===== src/design/lis_pkg.sv =====
// Shared constants, types and state codes for the longest increasing subsequence block.
// No dependencies; every other design file except lis_tails_ram imports this package.
`default_nettype none
package lis_pkg;

  localparam int MAX_ITEMS = 1024;
  localparam int IDX_W     = $clog2(MAX_ITEMS);
  localparam int CNT_W     = $clog2(MAX_ITEMS + 1);
  localparam int VAL_W     = 32;
  localparam int OUT_W     = 11;

  typedef enum logic [2:0] {
    ST_IDLE,
    ST_PROBE,
    ST_COMPARE,
    ST_UPDATE,
    ST_REPORT
  } lis_state_e;

  typedef struct packed {
    logic [OUT_W-1:0] lis_length;
    logic [OUT_W-1:0] min_moves;
    logic             sequence_end;
    logic             overflow;
  } lis_res_t;

  typedef struct packed {
    logic             rd_en;
    logic [IDX_W-1:0] rd_addr;
    logic             wr_en;
    logic [IDX_W-1:0] wr_addr;
    logic [VAL_W-1:0] wr_data;
  } lis_ram_req_t;

endpackage
`default_nettype wire


===== src/design/lis_seq.sv =====
// Sequencer and shared compare unit: binary search over the tails RAM, then update.
// Depends on lis_pkg; drives lis_tails_ram through an lis_ram_req_t.
`default_nettype none
module lis_seq import lis_pkg::*; (
  input  wire logic               clk_i,
  input  wire logic               rst_ni,
  input  wire logic               in_valid_i,
  output logic                    in_ready_o,
  input  wire logic [VAL_W-1:0]   value_i,
  input  wire logic               last_i,
  output lis_ram_req_t            ram_req_o,
  input  wire logic [VAL_W-1:0]   ram_rdata_i,
  output logic                    res_valid_o,
  input  wire logic               res_ready_i,
  output lis_res_t                res_o
);

  lis_state_e       state_q, state_d;
  logic [VAL_W-1:0] key_q;
  logic             last_q;
  logic [CNT_W-1:0] lo_q, hi_q;
  logic [IDX_W-1:0] mid_q;
  logic [CNT_W-1:0] tail_cnt_q, item_cnt_q;
  logic             drop_q;
  logic [CNT_W-1:0] mid_full;
  logic             accept;
  logic             full;
  logic             key_above;

  assign accept    = in_valid_i && in_ready_o;
  assign full      = (item_cnt_q == CNT_W'(MAX_ITEMS));
  assign mid_full  = lo_q + ((hi_q - lo_q) >> 1);
  // Keys carry a flipped sign bit, so unsigned order equals signed order.
  assign key_above = key_q > ram_rdata_i;

  always_comb begin
    state_d = state_q;
    case (state_q)
      ST_IDLE:    if (in_valid_i) state_d = full ? ST_REPORT : ST_PROBE;
      ST_PROBE:   state_d = (lo_q < hi_q) ? ST_COMPARE : ST_UPDATE;
      ST_COMPARE: state_d = ST_PROBE;
      ST_UPDATE:  state_d = ST_REPORT;
      ST_REPORT:  if (res_ready_i) state_d = ST_IDLE;
      default:    state_d = ST_IDLE;
    endcase
  end

  always_comb begin
    in_ready_o        = 1'b0;
    res_valid_o       = 1'b0;
    ram_req_o         = '0;
    ram_req_o.rd_addr = mid_full[IDX_W-1:0];
    ram_req_o.wr_addr = lo_q[IDX_W-1:0];
    ram_req_o.wr_data = key_q;
    case (state_q)
      ST_IDLE:   in_ready_o        = 1'b1;
      ST_PROBE:  ram_req_o.rd_en   = (lo_q < hi_q);
      ST_UPDATE: ram_req_o.wr_en   = 1'b1;
      ST_REPORT: res_valid_o       = 1'b1;
      default:   in_ready_o        = 1'b0;
    endcase
  end

  always_comb begin
    res_o.lis_length   = OUT_W'(tail_cnt_q);
    res_o.min_moves    = OUT_W'(item_cnt_q - tail_cnt_q);
    res_o.sequence_end = last_q;
    res_o.overflow     = drop_q;
  end

  always_ff @(posedge clk_i or negedge rst_ni) begin
    if (!rst_ni) begin
      state_q    <= ST_IDLE;
      tail_cnt_q <= '0;
      item_cnt_q <= '0;
      drop_q     <= 1'b0;
    end else begin
      state_q <= state_d;
      case (state_q)
        ST_IDLE: begin
          if (accept && full) drop_q <= 1'b1;
        end
        ST_UPDATE: begin
          item_cnt_q <= item_cnt_q + 1'b1;
          // Append when the slot is one past the last tail.
          if (lo_q == tail_cnt_q) tail_cnt_q <= tail_cnt_q + 1'b1;
        end
        ST_REPORT: begin
          if (res_ready_i && last_q) begin
            tail_cnt_q <= '0;
            item_cnt_q <= '0;
            drop_q     <= 1'b0;
          end
        end
        default: ;
      endcase
    end
  end

  always_ff @(posedge clk_i) begin
    case (state_q)
      ST_IDLE: begin
        if (accept) begin
          key_q  <= {~value_i[VAL_W-1], value_i[VAL_W-2:0]};
          last_q <= last_i;
          lo_q   <= '0;
          hi_q   <= tail_cnt_q;
        end
      end
      ST_PROBE:   mid_q <= mid_full[IDX_W-1:0];
      ST_COMPARE: begin
        if (key_above) lo_q <= CNT_W'(mid_q) + 1'b1;
        else           hi_q <= CNT_W'(mid_q);
      end
      default: ;
    endcase
  end

endmodule
`default_nettype wire


===== config.mk =====
export PLATFORM = sky130hd
export DESIGN_NAME = lis_seq
export DESIGN_NICKNAME = d
export VERILOG_FILES = /design/src/design/lis_pkg.sv /design/src/design/lis_seq.sv
export SDC_FILE = /design/constraint.sdc
export NUM_CORES = 1
export LEC_CHECK = 0
export BUFFER_PORTS_ARGS = -buffer_cell sky130_fd_sc_hd__buf_4
export CELL_PAD_IN_SITES_DETAIL_PLACEMENT = 1
export CELL_PAD_IN_SITES_GLOBAL_PLACEMENT = 1
export CORE_MARGIN = 1.5
export CORE_UTILIZATION = 42
export DETAILED_ROUTE_END_ITERATION = 16
export PLACE_DENSITY_LB_ADDON = 0.1
export SLEW_MARGIN = 20
export SYNTH_ARGS = -nofsm -noshare
export SYNTH_HDL_FRONTEND = slang
export SYNTH_SLANG_ARGS = --single-unit

===== constraint.sdc =====
create_clock -name clk_i -period 5.9 [get_ports clk_i]
set_input_delay 1.18 -clock clk_i [delete_from_list [all_inputs] [get_ports clk_i]]
set_output_delay 1.18 -clock clk_i [all_outputs]
set_load 0.01 [all_outputs]

== After elaboration in Yosys (flattened, before gate mapping) ==
Cells that the tools add are included.
Cells by class
  add/subtract/negate cells: 6
  $lt $le $gt $ge: 2
  equal/unequal tests: 14
  mux-type cells: 22
  bitwise logic cells: 1
  reduce and logical (&&, ||, !) cells: 14
Operator list (count)
  case mux 11 bit (2 select lines): 4
  two-way mux 11 bit: 6
  greater-than comparator 32 bit: 1
  adder 11 x 1 -> 11 bit (second input constant): 2
  subtractor 11 bit: 2
  != test 2 bit (second input constant): 8
  case mux 3 bit (5 select lines): 1
  AND reduction 3 bit: 4
  adder 10 x 1 -> 11 bit (second input constant): 1
  == test 11 bit: 1
  == test 11 bit (second input constant): 1
  less-than comparator 11 bit: 1
  adder 10 bit: 1
  two-way mux 3 bit: 3
  two-way mux 1 bit: 7
  == test 3 x 2 -> 1 bit (second input constant): 2
  AND reduction 2 bit: 3
  nonzero test 2 bit: 3
  == test 3 x 1 -> 1 bit (second input constant): 1
  == test 3 bit (second input constant): 1
  logical AND 1 bit: 3
  logical NOT 3 bit: 1
  case mux 1 bit (2 select lines): 1
  inverter 1 bit: 1
Word-level totals
  bits in registers: 91
  word-level logic and storage cells: 68

== Logic depth before layout (Yosys ltp) ==
  depth in word-level cells: 6
  mapped depth: 13
  depth with buffers taken out: 13

== Least setup slack after synthesis ==
Ideal clock, no wire load.
  path kind: flip-flop to output port
  from: reg lo_q[0]
  to: out ram_req_o[51] (netlist bit)
  arrival: 2833 ps
  required time: 4720 ps
  slack: 1887 ps
  stages on the path, launching flop included: 12
  path buffers: 0
  cell sequence: edfxtp_1 > ha_1 > inv_1 > fa_1 > ha_1 > fa_1 > a21o_1 > a21oi_1 > nor2b_1 > o21a_1 > o41ai_1 > xnor2_1
RTL lines
  start, declared: RTL line lis_seq.sv:21  | logic [CNT_W-1:0] lo_q, hi_q;
  start signal, assigned: RTL line lis_seq.sv:112  | if (key_above) lo_q <= CNT_W'(mid_q) + 1'b1;
  end, declared: RTL line lis_seq.sv:11  | output lis_ram_req_t ram_req_o,

==> results.sh <==
export IMPL_outcome="completed"
export IMPL_synthDistinctLibCells=55
export IMPL_max_cap_viol_count=0
export IMPL_p_comb_frac=0.609
export IMPL_route_detailed_wl_per_inst_um=17.5
export IMPL_tritoncts="built"
export IMPL_grt_pass1_wl_um=25500
export IMPL_clkLatencyLatePin_ps=350
export IMPL_detail_route_drc_violations=0
export IMPL_multiInputGateArea_sq_um=2970
export IMPL_cp_cell_sequence="ha_1 -> inv_1 -> fa_1 -> ha_1 -> fa_1 -> a21o_1 -> a21oi_1 -> nor2b_1 -> o21a_1 -> o41ai_1 -> xnor2_1 -> buf_4"
export IMPL_r2r_worst_path_cells=11
export IMPL_critPathArrivalTime_ps=3670
export IMPL_final_seq_area_sq_um=2600
export IMPL_antenna_cells_inserted=0
export IMPL_overflow=0
export IMPL_postSynth_asyncResetShare=0.286
export IMPL_grtUsageMet3=0.0395
export IMPL_pwr_density_cell_nw_per_um2=665
export IMPL_path_clk_slew_ps=70
export IMPL_initialDrtViolationCount=207
export IMPL_leakagePower_nw=3.50
export IMPL_transition_time_at_the_pin_with_the_least_slew_margin_ps=624
export IMPL_reg2reg_setup_slack_ps=2510
export IMPL_fillers=1554
export IMPL_die_width_um=122
export IMPL_timing_hold_worst_class="reg2reg"
export IMPL_final_cell_area_sq_um=7510
export IMPL_grt_total_usage=0.222
export IMPL_grt_max_degree=34
export IMPL_floorplan_io_pins=149
export IMPL_total_neg_setup_slack_ps=0
export IMPL_synth_flop_cell="sky130_fd_sc_hd__edfxtp_1"
export IMPL_switching_share=0.424
export IMPL_sw_power_mw=2.12
export IMPL_cts_repair_resize_count=0
export IMPL_die_area_sq_um=14900
export IMPL_routed_vias_inst=5.29
export IMPL_std_cell_rows=43
export IMPL_h_tree_depth=3
export IMPL_slew_limit_headroom=0.580
export IMPL_syn_avg_cell_area_sq_um=10.2
export IMPL_power_share_sequential=0.268
export IMPL_layout_nets=865
export IMPL_placement_io_buffers=148
export IMPL_postSynthRegisterBits=91
export IMPL_synthCells=585
export IMPL_setup_viol=0
export IMPL_area_growth_syn_to_layout_pct=25.7
export IMPL_core_area_sq_um=13900
export IMPL_grt_antenna_before_repair=0
export IMPL_fin_skew_ps=8.22
export IMPL_final_max_slew_viol_count=0
export IMPL_rsz0062_at_grt="no"
export IMPL_timing_final_crit_share=0.821
export IMPL_global_route_usage_met1=0.271
export IMPL_numCtsBuffers=9
export IMPL_clock_power_share=0.123
export IMPL_critical_path_max_fanout=4
export IMPL_synth_edf_count=65
export IMPL_die_h_um=122
export IMPL_timing_setup_critical_path_class="reg2out"
export IMPL_dr_pass1_iters=4
export IMPL_internal_power_mw=2.88
export IMPL_logic_depth_of_the_worst_path_buffers_included=12
export IMPL_fmax_ghz=0.206
export IMPL_initial_core_util=0.430
export IMPL_min_period_ps=4850
export IMPL_hpwlAfterDp_um=12900
export IMPL_r2r_start="lo_q[0]$_SDFFCE_PP0P_"
export IMPL_gpl_final_weighted_congestion=0.859
export IMPL_worstReg2RegEnd="mid_q[8]$_DFFE_PP_"
export IMPL_totalWireLength_um=16000
export IMPL_clkSinkCount=91
export IMPL_critPathSlowestCell="sky130_fd_sc_hd__edfxtp_1"
export IMPL_detailed_place_area_sq_um=7200
export IMPL_cp_end_kind="primary output"
export IMPL_top_usage_layer="met2"
export IMPL_critical_path_startpoint_category="flop"
export IMPL_groute_layer_met2_usage=0.389
export IMPL_post_route_cells_drive_above_1_share=0.240
export IMPL_cp_buffers_inverters=2
export IMPL_crit_path_end="ram_req_o[51]"
export IMPL_via_count_of_the_first_global_routing_pass=5098
export IMPL_irDropWorstVdd_uv=310
export IMPL_worst_path_largest_cell_delay_ps=470
export IMPL_postSynthNetCount=723
export IMPL_startpoint_of_the_most_critical_setup_path="lo_q[0]$_SDFFCE_PP0P_"
export IMPL_synthesis_area_sq_um=5970
export IMPL_cts_buffer_depth=2
export IMPL_yosys_warnings=0
export IMPL_dr_vias=4829
export IMPL_final_hold_viol_count=0
export IMPL_postCtsSetupBuffers=0
export IMPL_required_ps=4720
export IMPL_antenna_violating_nets_post_route=0
export IMPL_critical_path_top_delay_family="adder cells"
export IMPL_cts_root_buf="sky130_fd_sc_hd__clkbuf_16"
export IMPL_yosysSeqAreaShare=0.436
export IMPL_hold_fix_buffers_at_cts=0
logic make-up (layout without fill, tap and decap cells):
logic type,count (synthesis),count (layout),synth area share
AO/OA/AOI/OAI,104,104,0.112
buffers and inverters,90,237,0.0668
XOR/XNOR,58,58,0.0850
flip-flops,91,91,0.436
multiplexers,2,2,0.00377
adder cells (fa/ha/maj),69,69,0.148
AND/OR/NAND/NOR,171,171,0.149
cell type report:
cell class,count,share of cell area
tap,180,0.0300
clock inverter,5,0.0103
timing repair buffer,152,0.152
clock buffer,11,0.0310
multi-input combinational,404,0.396
inverter,69,0.0345
sequential,91,0.347
worst min-delay path by stage:
stage                            from                      to  cells after the start  slack, ps
2_1_floorplan      drop_q$_DFFE_PN0P_      drop_q$_DFFE_PN0P_                      2        490
3_3_place_gp       drop_q$_DFFE_PN0P_      drop_q$_DFFE_PN0P_                      2        510
3_5_place_dp       drop_q$_DFFE_PN0P_      drop_q$_DFFE_PN0P_                      2        540
4_1_cts        state_q[2]$_DFFE_PN0P_  state_q[0]$_DFFE_PN0P_                      1        590
5_1_grt            drop_q$_DFFE_PN0P_      drop_q$_DFFE_PN0P_                      2        630
6_report       state_q[2]$_DFFE_PN0P_  state_q[0]$_DFFE_PN0P_                      1        590
power by group through the flow:
stage	clock network (mW)	logic [mW]	registers [mW]
after CTS	0.630	3.08	1.34
final	0.615	3.04	1.34
after global routing	0.646	3.38	1.37
after global placement	0	2.96	1.33
after detailed placement	0	3.06	1.35
after floorplan	0	1.93	1.27
cell usage in the layout (no fill, tap or decap), drive strengths merged, types with 19 or more instances in the layout:
cell type / instances
xor2: 21
a21oi: 31
o21ai: 24
nand2: 43
nor2: 41
ha: 66
nand4: 19
edfxtp: 65
buf: 152
inv: 69
xnor2: 37
dfrtp: 26
layer usage:
layer	vias to the layer above	wire length (um)
li1	2352	-
met1	2348	6880
met2	101	8090
met3	28	656
met4	0	371
met5	-	0
metrics by stage:
step / cells / total power [mW] / hold WS (ps) / utilization / setup WS, ps
after floorplan: 585 / 3.20 / 490 / - / 1890
after global placement: 896 / 4.29 / 514 / 0.519 / 1580
after detailed placement: 896 / 4.40 / 540 / 0.519 / 1390
after CTS: 912 / 5.04 / 593 / 0.541 / 1010
after global routing: 912 / 5.40 / 626 / 0.541 / 741
final: 912 / 4.99 / 593 / 0.541 / 1050
Yosys cell counts, types with 2 or more instances:
cell type | number | area [sq um]
sky130_fd_sc_hd__a2111oi_0 | 2 | 17.5
sky130_fd_sc_hd__a211oi_1 | 4 | 30.0
sky130_fd_sc_hd__a21o_1 | 14 | 105
sky130_fd_sc_hd__a21oi_1 | 31 | 155
sky130_fd_sc_hd__a221o_1 | 2 | 20.0
sky130_fd_sc_hd__a31oi_1 | 2 | 12.5
sky130_fd_sc_hd__and2_1 | 5 | 31.3
sky130_fd_sc_hd__and3_1 | 8 | 50.1
sky130_fd_sc_hd__and4_1 | 3 | 26.3
sky130_fd_sc_hd__buf_4 | 12 | 90.1
sky130_fd_sc_hd__buf_6 | 2 | 22.5
sky130_fd_sc_hd__clkbuf_1 | 6 | 22.5
sky130_fd_sc_hd__dfrtp_1 | 26 | 651
sky130_fd_sc_hd__edfxtp_1 | 65 | 1950
sky130_fd_sc_hd__fa_1 | 3 | 60.1
sky130_fd_sc_hd__ha_1 | 66 | 826
sky130_fd_sc_hd__inv_1 | 69 | 259
sky130_fd_sc_hd__mux2_2 | 2 | 22.5
sky130_fd_sc_hd__nand2_1 | 43 | 161
sky130_fd_sc_hd__nand3_1 | 13 | 65.1
sky130_fd_sc_hd__nand4_1 | 17 | 106
sky130_fd_sc_hd__nand4_4 | 2 | 42.5
sky130_fd_sc_hd__nor2_1 | 41 | 154
sky130_fd_sc_hd__nor2b_1 | 7 | 43.8
sky130_fd_sc_hd__nor3_1 | 12 | 60.1
sky130_fd_sc_hd__nor4_1 | 2 | 12.5
sky130_fd_sc_hd__o21a_1 | 2 | 15.0
sky130_fd_sc_hd__o21ai_0 | 24 | 120
sky130_fd_sc_hd__o22ai_1 | 2 | 12.5
sky130_fd_sc_hd__o31ai_1 | 6 | 45.0
sky130_fd_sc_hd__o41ai_1 | 2 | 17.5
sky130_fd_sc_hd__or2_2 | 3 | 18.8
sky130_fd_sc_hd__or3_1 | 8 | 50.1
sky130_fd_sc_hd__or4_1 | 2 | 15.0
sky130_fd_sc_hd__xnor2_1 | 37 | 324
sky130_fd_sc_hd__xor2_1 | 21 | 184
sequential cells by signal, summed over array words and instances (netlist names):
| signal | cells |
|---|---|
| drop_q | 1 |
| hi_q | 11 |
| item_cnt_q | 11 |
| key_q | 32 |
| last_q | 1 |
| lo_q | 11 |
| mid_q | 10 |
| state_q | 3 |
| tail_cnt_q | 11 |
(Power assumes the default switching activity.)
